[src/hw/rtl/rgb_to_hsv_convert_top_assert.svh]
// Assertion macros for the RGB to HSV converter.
// Included by the top level; needs the clock and reset names of that module.
`ifndef RGB_TO_HSV_CONVERT_TOP_ASSERT_SVH
`define RGB_TO_HSV_CONVERT_TOP_ASSERT_SVH

// The consequent must hold in the same cycle as the antecedent.
`define RHC_ASSERT_IMPLY(label, ante, cons) \
   label: assert property (@(posedge clock) disable iff (reset) (ante) |-> (cons)) \
      else $error("rgb_to_hsv_convert: same-cycle check failed");

// The consequent must hold in the cycle after the antecedent.
`define RHC_ASSERT_NEXT(label, ante, cons) \
   label: assert property (@(posedge clock) disable iff (reset) (ante) |=> (cons)) \
      else $error("rgb_to_hsv_convert: next-cycle check failed");

`endif

[src/hw/rtl/rhc_pkg.sv]
// Shared types, constants and helper functions of the RGB to HSV converter.
// Used by every module of the block; depends on nothing.
package rhc_pkg;

   localparam int CHAN_W = 8;
   localparam int HUE_W = 15;
   localparam int QUOT_W = 12;
   localparam int REM_W = 20;

   localparam int CHAN_FULL = 255;
   localparam int HUE_SIXTH = 3840;
   localparam int HUE_FULL = 23040;
   localparam int HUE_BASE_GREEN = 7680;
   localparam int HUE_BASE_BLUE = 15360;

   typedef enum logic [1:0] {
      SECTOR_RED,
      SECTOR_GREEN,
      SECTOR_BLUE
   } sector_type;

   typedef struct packed {
      logic [REM_W-1:0]  hue_rem;
      logic [REM_W-1:0]  sat_rem;
      logic [CHAN_W-1:0] delta;
      logic [CHAN_W-1:0] mx;
      logic [QUOT_W-1:0] hue_q;
      logic [QUOT_W-1:0] sat_q;
      sector_type        sector;
      logic              neg;
      logic              hue_zero;
      logic              sat_zero;
      logic [CHAN_W-1:0] bright;
   } div_type;

   function automatic logic [HUE_W-1:0] sector_base(input sector_type sector);
      logic [HUE_W-1:0] base;
      case (sector)
         SECTOR_RED: begin
            base = '0;
         end
         SECTOR_GREEN: begin
            base = HUE_W'(HUE_BASE_GREEN);
         end
         SECTOR_BLUE: begin
            base = HUE_W'(HUE_BASE_BLUE);
         end
         default: begin
            base = '0;
         end
      endcase
      return base;
   endfunction

endpackage

[src/hw/rtl/rhc_prep.sv]
// Front stage: finds max, min and sector of a pixel and forms both dividends.
// Depends on rhc_pkg.
module rhc_prep (
   input  logic                       clock,
   input  logic                       reset,
   input  logic                       mode,
   input  logic                       in_valid,
   output logic                       in_ready,
   input  logic [rhc_pkg::CHAN_W-1:0] red,
   input  logic [rhc_pkg::CHAN_W-1:0] green,
   input  logic [rhc_pkg::CHAN_W-1:0] blue,
   output logic                       out_valid,
   input  logic                       out_ready,
   output rhc_pkg::div_type           out_data
);

   logic                      valid_ff;
   rhc_pkg::div_type          data_ff;
   rhc_pkg::div_type          data_in;
   logic [rhc_pkg::CHAN_W-1:0] mx;
   logic [rhc_pkg::CHAN_W-1:0] mn;
   logic [rhc_pkg::CHAN_W-1:0] op_a;
   logic [rhc_pkg::CHAN_W-1:0] op_b;
   logic [rhc_pkg::CHAN_W-1:0] mag;
   rhc_pkg::sector_type        sector;

   assign in_ready = !valid_ff || out_ready;
   assign out_valid = valid_ff;
   assign out_data = data_ff;

   always_comb begin
      mx = red;
      if (green > mx) begin
         mx = green;
      end
      if (blue > mx) begin
         mx = blue;
      end
      mn = red;
      if (green < mn) begin
         mn = green;
      end
      if (blue < mn) begin
         mn = blue;
      end

      if (red == mx) begin
         sector = rhc_pkg::SECTOR_RED;
         op_a = green;
         op_b = blue;
      end else if (green == mx) begin
         sector = rhc_pkg::SECTOR_GREEN;
         op_a = blue;
         op_b = red;
      end else begin
         sector = rhc_pkg::SECTOR_BLUE;
         op_a = red;
         op_b = green;
      end
      mag = (op_a < op_b) ? (op_b - op_a) : (op_a - op_b);

      data_in.delta = mx - mn;
      data_in.mx = mx;
      data_in.hue_rem = rhc_pkg::REM_W'(mag) * rhc_pkg::REM_W'(rhc_pkg::HUE_SIXTH);
      data_in.sat_rem = rhc_pkg::REM_W'(mx - mn) * rhc_pkg::REM_W'(rhc_pkg::CHAN_FULL);
      data_in.hue_q = '0;
      data_in.sat_q = '0;
      data_in.sector = sector;
      data_in.neg = op_a < op_b;
      data_in.hue_zero = !mode || (mx == mn);
      data_in.sat_zero = !mode || (mx == '0);
      data_in.bright = mode ? mx : '0;
   end

   always_ff @(posedge clock) begin
      if (reset) begin
         valid_ff <= 1'b0;
      end else if (in_ready) begin
         valid_ff <= in_valid;
      end
   end

   always_ff @(posedge clock) begin
      if (in_ready && in_valid) begin
         data_ff <= data_in;
      end
   end

endmodule

[src/hw/rtl/rhc_div_cell.sv]
// One cell of the divider chain: resolves one quotient bit of both divisions.
// Depends on rhc_pkg.
module rhc_div_cell #(
   parameter int SHIFT = 0
) (
   input  logic             clock,
   input  logic             reset,
   input  logic             in_valid,
   output logic             in_ready,
   input  rhc_pkg::div_type in_data,
   output logic             out_valid,
   input  logic             out_ready,
   output rhc_pkg::div_type out_data
);

   logic                      valid_ff;
   rhc_pkg::div_type          data_ff;
   rhc_pkg::div_type          data_in;
   logic [rhc_pkg::REM_W-1:0] hue_div;
   logic [rhc_pkg::REM_W-1:0] sat_div;
   logic [rhc_pkg::QUOT_W-1:0] q_bit;

   assign in_ready = !valid_ff || out_ready;
   assign out_valid = valid_ff;
   assign out_data = data_ff;

   assign hue_div = rhc_pkg::REM_W'(in_data.delta) << SHIFT;
   assign sat_div = rhc_pkg::REM_W'(in_data.mx) << SHIFT;
   assign q_bit = rhc_pkg::QUOT_W'(1) << SHIFT;

   always_comb begin
      data_in = in_data;
      if (in_data.hue_rem >= hue_div) begin
         data_in.hue_rem = in_data.hue_rem - hue_div;
         data_in.hue_q = in_data.hue_q | q_bit;
      end
      if (in_data.sat_rem >= sat_div) begin
         data_in.sat_rem = in_data.sat_rem - sat_div;
         data_in.sat_q = in_data.sat_q | q_bit;
      end
   end

   always_ff @(posedge clock) begin
      if (reset) begin
         valid_ff <= 1'b0;
      end else if (in_ready) begin
         valid_ff <= in_valid;
      end
   end

   always_ff @(posedge clock) begin
      if (in_ready && in_valid) begin
         data_ff <= data_in;
      end
   end

endmodule

[src/hw/rtl/rhc_finish.sv]
// Output stage: applies sector base, sign and wrap, and holds the result item.
// Depends on rhc_pkg.
module rhc_finish (
   input  logic                       clock,
   input  logic                       reset,
   input  logic                       in_valid,
   output logic                       in_ready,
   input  rhc_pkg::div_type           in_data,
   output logic                       out_valid,
   input  logic                       out_ready,
   output logic [rhc_pkg::HUE_W-1:0]  hue,
   output logic [rhc_pkg::CHAN_W-1:0] saturation,
   output logic [rhc_pkg::CHAN_W-1:0] brightness
);

   logic                       valid_ff;
   logic [rhc_pkg::HUE_W-1:0]  hue_ff;
   logic [rhc_pkg::HUE_W-1:0]  hue_in;
   logic [rhc_pkg::CHAN_W-1:0] sat_ff;
   logic [rhc_pkg::CHAN_W-1:0] sat_in;
   logic [rhc_pkg::CHAN_W-1:0] bright_ff;
   logic [rhc_pkg::HUE_W-1:0]  base;
   logic [rhc_pkg::HUE_W-1:0]  frac;

   assign in_ready = !valid_ff || out_ready;
   assign out_valid = valid_ff;
   assign hue = hue_ff;
   assign saturation = sat_ff;
   assign brightness = bright_ff;

   assign base = rhc_pkg::sector_base(in_data.sector);
   assign frac = rhc_pkg::HUE_W'(in_data.hue_q);

   always_comb begin
      if (in_data.hue_zero) begin
         hue_in = '0;
      end else if (!in_data.neg || (frac == '0)) begin
         hue_in = base + frac;
      end else if (base == '0) begin
         hue_in = rhc_pkg::HUE_W'(rhc_pkg::HUE_FULL) - frac;
      end else begin
         hue_in = base - frac;
      end
      sat_in = in_data.sat_zero ? '0 : in_data.sat_q[rhc_pkg::CHAN_W-1:0];
   end

   always_ff @(posedge clock) begin
      if (reset) begin
         valid_ff <= 1'b0;
      end else if (in_ready) begin
         valid_ff <= in_valid;
      end
   end

   always_ff @(posedge clock) begin
      if (in_ready && in_valid) begin
         hue_ff <= hue_in;
         sat_ff <= sat_in;
         bright_ff <= in_data.bright;
      end
   end

endmodule

[src/hw/rtl/rgb_to_hsv_convert_top.sv]
// Top level of the RGB to HSV converter: mode register and the stage chain.
// Depends on rhc_pkg, rhc_prep, rhc_div_cell, rhc_finish and the assert header.
//
// Usage: an input item (req_red, req_green, req_blue) is taken at a clock edge
// where req_valid is high and req_stall is low. Each item gives exactly one
// result item on rsp_hue, rsp_saturation and rsp_brightness, delivered at an
// edge where rsp_valid is high and rsp_stall is low. Results leave in order.
// From acceptance to rsp_valid an item passes through one front
// stage, a chain of 12 divider cells that each settle one quotient bit of the
// hue and saturation divisions, and one output register.
// Throughput is one item per clock while rsp_stall is low; every stage holds its own item.
// When the receiver stalls, the output register holds its item and the stages
// behind it keep filling until the chain is full; only then is req_stall
// raised. csr_write_en writes csr_write_data into the color mode register;
// write it only while no item is in flight.
// Synchronous reset empties every stage and sets the color mode to 1.
`include "rgb_to_hsv_convert_top_assert.svh"

module rgb_to_hsv_convert_top (
   input  logic                       clock,
   input  logic                       reset,
   input  logic                       csr_write_en,
   input  logic                       csr_write_data,
   input  logic                       req_valid,
   output logic                       req_stall,
   input  logic [rhc_pkg::CHAN_W-1:0] req_red,
   input  logic [rhc_pkg::CHAN_W-1:0] req_green,
   input  logic [rhc_pkg::CHAN_W-1:0] req_blue,
   output logic                       rsp_valid,
   input  logic                       rsp_stall,
   output logic [rhc_pkg::HUE_W-1:0]  rsp_hue,
   output logic [rhc_pkg::CHAN_W-1:0] rsp_saturation,
   output logic [rhc_pkg::CHAN_W-1:0] rsp_brightness
);

   localparam int NumCells = rhc_pkg::QUOT_W;

   logic             mode_ff;
   logic             prep_ready;
   logic             chain_valid [NumCells+1];
   logic             chain_ready [NumCells+1];
   rhc_pkg::div_type chain_data  [NumCells+1];

   always_ff @(posedge clock) begin
      if (reset) begin
         mode_ff <= 1'b1;
      end else if (csr_write_en) begin
         mode_ff <= csr_write_data;
      end
   end

   assign req_stall = !prep_ready;

   rhc_prep u_prep (
      .clock     (clock),
      .reset     (reset),
      .mode      (mode_ff),
      .in_valid  (req_valid),
      .in_ready  (prep_ready),
      .red       (req_red),
      .green     (req_green),
      .blue      (req_blue),
      .out_valid (chain_valid[0]),
      .out_ready (chain_ready[0]),
      .out_data  (chain_data[0])
   );

   for (genvar i = 0; i < NumCells; i++) begin : g_cell
      rhc_div_cell #(
         .SHIFT (NumCells - 1 - i)
      ) u_cell (
         .clock     (clock),
         .reset     (reset),
         .in_valid  (chain_valid[i]),
         .in_ready  (chain_ready[i]),
         .in_data   (chain_data[i]),
         .out_valid (chain_valid[i+1]),
         .out_ready (chain_ready[i+1]),
         .out_data  (chain_data[i+1])
      );
   end

   rhc_finish u_finish (
      .clock      (clock),
      .reset      (reset),
      .in_valid   (chain_valid[NumCells]),
      .in_ready   (chain_ready[NumCells]),
      .in_data    (chain_data[NumCells]),
      .out_valid  (rsp_valid),
      .out_ready  (!rsp_stall),
      .hue        (rsp_hue),
      .saturation (rsp_saturation),
      .brightness (rsp_brightness)
   );

   `RHC_ASSERT_IMPLY(a_hue_range, rsp_valid, rsp_hue < rhc_pkg::HUE_W'(rhc_pkg::HUE_FULL))
   `RHC_ASSERT_IMPLY(a_black_pixel, rsp_valid && (rsp_brightness == '0), (rsp_saturation == '0) && (rsp_hue == '0))
   `RHC_ASSERT_IMPLY(a_gray_pixel, rsp_valid && (rsp_saturation == '0), rsp_hue == '0)
   `RHC_ASSERT_NEXT(a_mode_off, !mode_ff && !csr_write_en && chain_valid[NumCells] && chain_ready[NumCells], rsp_valid && (rsp_brightness == '0))

endmodule

[config.mk]
export PLATFORM = sky130hd
export DESIGN_NAME = rgb_to_hsv_convert_top
export DESIGN_NICKNAME = d
export VERILOG_FILES = /design/src/hw/rtl/rhc_pkg.sv /design/src/hw/rtl/rhc_prep.sv /design/src/hw/rtl/rhc_div_cell.sv /design/src/hw/rtl/rhc_finish.sv /design/src/hw/rtl/rgb_to_hsv_convert_top.sv
export VERILOG_INCLUDE_DIRS = /design/src /design/src/hw/rtl
export SDC_FILE = /design/constraint.sdc
export NUM_CORES = 2
export LEC_CHECK = 0
export BUFFER_PORTS_ARGS = -buffer_cell sky130_fd_sc_hd__clkbuf_2
export CAP_MARGIN = 20
export CELL_PAD_IN_SITES_DETAIL_PLACEMENT = 1
export CELL_PAD_IN_SITES_GLOBAL_PLACEMENT = 1
export CORE_MARGIN = 3
export CORE_UTILIZATION = 50
export DETAILED_ROUTE_END_ITERATION = 10
export HOLD_SLACK_MARGIN = 0.08
export PLACE_DENSITY = 0.82
export SLEW_MARGIN = 5
export SYNTH_ARGS = -nofsm -noshare
export SYNTH_HDL_FRONTEND = slang
export SYNTH_SLANG_ARGS = --single-unit
[constraint.sdc]
create_clock -name clock -period 12.3 [get_ports clock]
set_input_delay 1.845 -clock clock [delete_from_list [all_inputs] [get_ports clock]]
set_output_delay 1.845 -clock clock [all_outputs]
set_load 0.05 [all_outputs]
* Word-level counts from Yosys, hierarchy flattened
Index checks and enable logic that the tools add are counted.
Word-level totals: bits in registers 1103, bits of input ports 30, output and inout port bits 33, word-level logic and storage cells 326
Operators by class: add/sub/neg operators 29, multiply operators 2, order comparisons 29, equal/unequal tests 5, mux-type cells 35, reductions and logical operators 52
Operator list (number):
- $mux W20 | 22
- $mux W8 | 9
- $ge A20 B10 Y1 | 2
- $ge A20 B11 Y1 | 2
- $ge A20 B12 Y1 | 2
- $ge A20 B13 Y1 | 2
- $ge A20 B14 Y1 | 2
- $ge A20 B15 Y1 | 2
- $ge A20 B16 Y1 | 2
- $ge A20 B17 Y1 | 2
- $ge A20 B18 Y1 | 2
- $ge A20 B19 Y1 | 2
- $ge A20 B8 Y1 | 2
- $ge A20 B9 Y1 | 2
- $sub A20 B10 Y20 | 2
- $sub A20 B11 Y20 | 2
- $sub A20 B12 Y20 | 2
- $sub A20 B13 Y20 | 2
- $sub A20 B14 Y20 | 2
- $sub A20 B15 Y20 | 2
- $sub A20 B16 Y20 | 2
- $sub A20 B17 Y20 | 2
- $sub A20 B18 Y20 | 2
- $sub A20 B19 Y20 | 2
- 21 further kinds | 77

* Logic depth before layout (Yosys ltp)
depth after elaboration 16, depth in mapped cells 49, gate-level depth less buffers 46

* Hierarchy
Synthesis repeated with hierarchy kept, for this count alone.
Second synthesis, totals: cell total of the unflattened synthesis 4387, area total of the unflattened synthesis 59440.8 um^2
By module, submodules not included:
- rhc_prep | times used 1, cells each 808, area each 7825.0 um^2, sequential area each 1761.7 um^2
- rhc_div_cell (g_cell[11].u_cell) | times used 1, cells each 319, area each 4305.4 um^2, sequential area each 2812.7 um^2
- rhc_div_cell (g_cell[8].u_cell) | times used 1, cells each 310, area each 4275.4 um^2, sequential area each 2812.7 um^2
- rhc_div_cell (g_cell[5].u_cell) | times used 1, cells each 284, area each 4252.8 um^2, sequential area each 2812.7 um^2
- rhc_div_cell (g_cell[9].u_cell) | times used 1, cells each 305, area each 4239.1 um^2, sequential area each 2812.7 um^2
- rhc_div_cell (g_cell[10].u_cell) | times used 1, cells each 301, area each 4232.8 um^2, sequential area each 2812.7 um^2
- rhc_div_cell (g_cell[6].u_cell) | times used 1, cells each 287, area each 4210.3 um^2, sequential area each 2812.7 um^2
- rhc_div_cell (g_cell[7].u_cell) | times used 1, cells each 295, area each 4199.0 um^2, sequential area each 2812.7 um^2
- rhc_div_cell (g_cell[4].u_cell) | times used 1, cells each 300, area each 4167.7 um^2, sequential area each 2812.7 um^2
- rhc_div_cell (g_cell[2].u_cell) | times used 1, cells each 255, area each 4061.4 um^2, sequential area each 2812.7 um^2
- rhc_div_cell (g_cell[0].u_cell) | times used 1, cells each 247, area each 3953.8 um^2, sequential area each 2812.7 um^2
- rhc_div_cell (g_cell[3].u_cell) | times used 1, cells each 265, area each 3947.5 um^2, sequential area each 2812.7 um^2
- rhc_div_cell (g_cell[1].u_cell) | times used 1, cells each 249, area each 3932.5 um^2, sequential area each 2812.7 um^2
- rhc_finish | times used 1, cells each 157, area each 1795.5 um^2, sequential area each 950.9 um^2
- rgb_to_hsv_convert_top | times used 1, cells each 5, area each 42.5 um^2, sequential area each 20.0 um^2

* Worst setup path after synthesis
No wires, ideal clock.
path kind input to register, from input port req_red[5] (netlist name), to register u_prep.data_ff, in the netlist u_prep.out_data[92], data pin, data arrival time 10.993 ns, setup slack 1.049 ns, stages 46, path through inv_1 > ha_1 > a211oi_2 > o21bai_1 > mux2_4 > nand2_2 > buf_2 > mux2i_1 > ha_1 > a21o_1 > a21oi_1 > o21ai_0 > or2_2 > o311ai_0 > a21oi_1 > xnor2_1 > o21ai_2 > nor4b_4 > [... 10 more ...] > nand2b_1 > clkbuf_1 > mux2i_1 > xor2_1 > fa_1 > inv_1 > fa_1 > inv_1 > ha_1 > a21o_1 > a21oi_1 > o21ai_0 > a21oi_1 > o21bai_1 > a21oi_1 > o21bai_1 > a21oi_1 > xnor2_1
RTL lines:
- start: declaration | RTL line rgb_to_hsv_convert_top.sv:26 | input logic [rhc_pkg::CHAN_W-1:0] req_red,
- end signal: assignment | RTL line rhc_prep.sv:85 | data_ff <= data_in;
- end: declaration | RTL line rhc_prep.sv:18 | rhc_pkg::div_type data_ff;

==> flow_metrics.env <==
export IMPL_gp_congestion=0.862
export IMPL_grt_ovfl_total=0
export IMPL_finalSetupViolations=0
export IMPL_pwr_density_cell_nw_per_um2=305
export IMPL_cp_data_arrival_time_ns=11.79
export IMPL_hold_class="flop to flop"
export IMPL_mostFrequentLayoutCell="edfxtp_1"
export IMPL_final_util_pct=56.7
export IMPL_dr_pass1_iters=5
export IMPL_wl_per_cell_um=19.9
export IMPL_die_h_um=310
export IMPL_vias=27900
export IMPL_muxShareOfSynthArea_pct=1.62
export IMPL_rsz0062_at_grt="false"
export IMPL_peakVddDrop_mv=0.702
export IMPL_critPathLaunchType="input port"
export IMPL_fin_crit_sh_pct=92.7
export IMPL_drive_gt1_share_pct=8.24
export IMPL_cts_tree="built"
export IMPL_setup_tns_ns=0
export IMPL_drv_slew=0
export IMPL_start_util_pct=50.9
export IMPL_synth_cells=3680
export IMPL_synth_top_family_by_area="adder cells"
export IMPL_finalPower_mw=15.7
export IMPL_dieArea_um2=96100
export IMPL_cts_sinks=921
export IMPL_nets=4209
export IMPL_cts_max_level=3
export IMPL_grt_max_degree=86
export IMPL_clock_path_buffers=3
export IMPL_insertion_delay_ns=0.66
export IMPL_area_growth_pct=11.5
export IMPL_async_flop_share_pct=0
export IMPL_wirelength_um=101000
export IMPL_hold_violations=0
export IMPL_synth_xor_area_share_pct=5.27
export IMPL_ys_types=82
export IMPL_clkSlewWorstSetupHoldPaths_ns=0.06
export IMPL_core_um2=90800
export IMPL_syn_area_um2=46200
export IMPL_grt_pass1_wl_um=161000
export IMPL_cpMaxStageDelayCell="fa_1"
export IMPL_grt_usage_pct=21.0
export IMPL_rows=110
export IMPL_synthSimpleGateAreaFrac_pct=9.44
export IMPL_drt_iter0_drc=1504
export IMPL_fin_skew_ns=0.0288
export IMPL_critical_path_max_stage_delay_ns=0.79
export IMPL_first_global_vias=31200
export IMPL_worstPathRequired_ns=12.69
export IMPL_boundaryPins=63
export IMPL_synth_ff_type="edfxtp_1"
export IMPL_ys_seq_area_share_pct=59.5
export IMPL_avgSynthCellArea_um2=12.6
export IMPL_synth_nets=4073
export IMPL_crit_path_frequent_cell="inv_1"
export IMPL_drc=0
export IMPL_p_leak_nw=19.9
export IMPL_synth_edf_count=906
export IMPL_yosysTopAreaCellShare_pct=58.9
export IMPL_fin_crit_ns=11.40
export IMPL_maxCapViolations=0
export IMPL_synthAdderAreaFrac_pct=11.1
export IMPL_worst_slew_pin_slew_ns=0.988
export IMPL_ys_seq_elements=921
export IMPL_max_freq_mhz=87.7
export IMPL_numCtsBuffers=94
export IMPL_drtAntennaViolNets=0
export IMPL_slew_headroom_pct=33.8
export IMPL_yosysTopAreaCell="edfxtp_1"
export IMPL_ys_top_cells_by_area="edfxtp_1 59%, ha_1 7.8%, inv_1 3.5%"
export IMPL_cts_root_buf="clkbuf_16"
export IMPL_crit_type="input port to flop"
export IMPL_end_kind="flop"
export IMPL_io_buffer_count=62
export IMPL_diodes=0
export IMPL_cp_top_family="adder cells"
export IMPL_routed_via_density=5.51
export IMPL_hpwlAfterDp_um=73900
export IMPL_cp_max_fo=14
export IMPL_cts_setup_buffers=0
export IMPL_ys_warn_count=0
export IMPL_die_w_um=310
export IMPL_antenna_found_initial=0
export IMPL_status="finished, final reports clean"
export IMPL_synth_compound_area_share_pct=9.03
export IMPL_layout_common_cells="906 x edfxtp_1, 437 x inv_1, 289 x ha_1"
export IMPL_path_buf_inv=9
-- path summary, 6_finish.rpt --
path,slack (ns),from,endpoint,cells after the start
worst min register to register,0.41,g_cell[9].u_cell.out_data[7]$_DFFE_PP_,g_cell[10].u_cell.out_data[7]$_DFFE_PP_,0
worst min-delay path,0.41,g_cell[9].u_cell.out_data[7]$_DFFE_PP_,g_cell[10].u_cell.out_data[7]$_DFFE_PP_,0
worst max register to register,8.03,u_finish.out_valid$_SDFFE_PP0P_,u_prep.out_data[87]$_DFFE_PP_,11
worst max-delay path,0.90,req_red[5],u_prep.out_data[68]$_DFFE_PP_,41
-- cells by family (layout without fill, tap and decap cells) --
family                     after synthesis  after routing
DFF                                    921            921
buffers and inverters                  498            712
and+or+nand+nor                        876            876
muxes                                   70             70
AOI/OAI and AO/OA                      673            673
adders and majority gates              364            364
xor gates and xnor gates               278            278
-- flip-flops by register name (all words and copies together), names as in the netlist --
signal                   cells
mode_ff                      1
u_finish.hue                15
g_cell.u_cell.out_valid     12
g_cell.u_cell.out_data     815
u_finish.brightness          8
u_finish.out_valid           1
u_finish.saturation          8
u_prep.out_data             60
u_prep.out_valid             1
-- Yosys cell counts (74+ instances only) --
| master | count |
|---|---|
| a21o_1 | 104 |
| nor2_1 | 231 |
| nor2b_1 | 74 |
| fa_1 | 74 |
| o21ai_0 | 185 |
| nand2_1 | 217 |
| edfxtp_1 | 906 |
| ha_1 | 289 |
| xnor2_1 | 167 |
| a21oi_1 | 206 |
| xor2_1 | 111 |
| inv_1 | 437 |
-- where the power goes --
group	internal (mW)	total [mW]	switching, mW
combinational	3.59	8.34	4.75
sequential	4.23	4.33	0.105
clock	1.84	3.03	1.20
-- per-layer routing --
metal	GRT usage (%)	up-vias	part of all wire, %
li1	-	13500	-
met1	22.3	13700	38
met2	41.1	507	55
met3	2.59	251	3.0
met4	9.95	0	4.6
met5	0	-	0
-- area by class of cell --
type,instances,area (um^2)
clock inverter,63,766
clock buffer,111,2550
sequential,921,27500
fill,9051,39300
tap,1176,1470
inverter,439,1650
timing repair buffer,99,617
multi-input combinational,2261,17000
-- timing repair --
| item | CTS | global route |
|---|---|---|
| hold buffers | 0 | 0 |
| gates resized for setup | 0 | 2 |
| setup endpoints to repair | 0 | 3 |
-- per-stage QoR --
stage               cells  area (um^2)  setup slack (ns)  hold slack (ns)
finish               5070        51500             0.899            0.412
CTS                  5064        51500             0.633            0.416
global route         5070        51500            0.0908            0.419
global placement     4890        48200             0.453            0.401
floorplan            3680        46200              1.05            0.400
detailed placement   4890        48200            0.0790            0.406
-- worst register-to-register path, delay by kind of cell, from the launching register on --
| kind | cells | cell delay, ns |
|---|---|---|
| buffers and inverters | 2 | 0.45 |
| flip-flops | 1 | 0.42 |
| AND/OR/NAND/NOR | 9 | 2.94 |
Power figures use the tool's default switching activity.
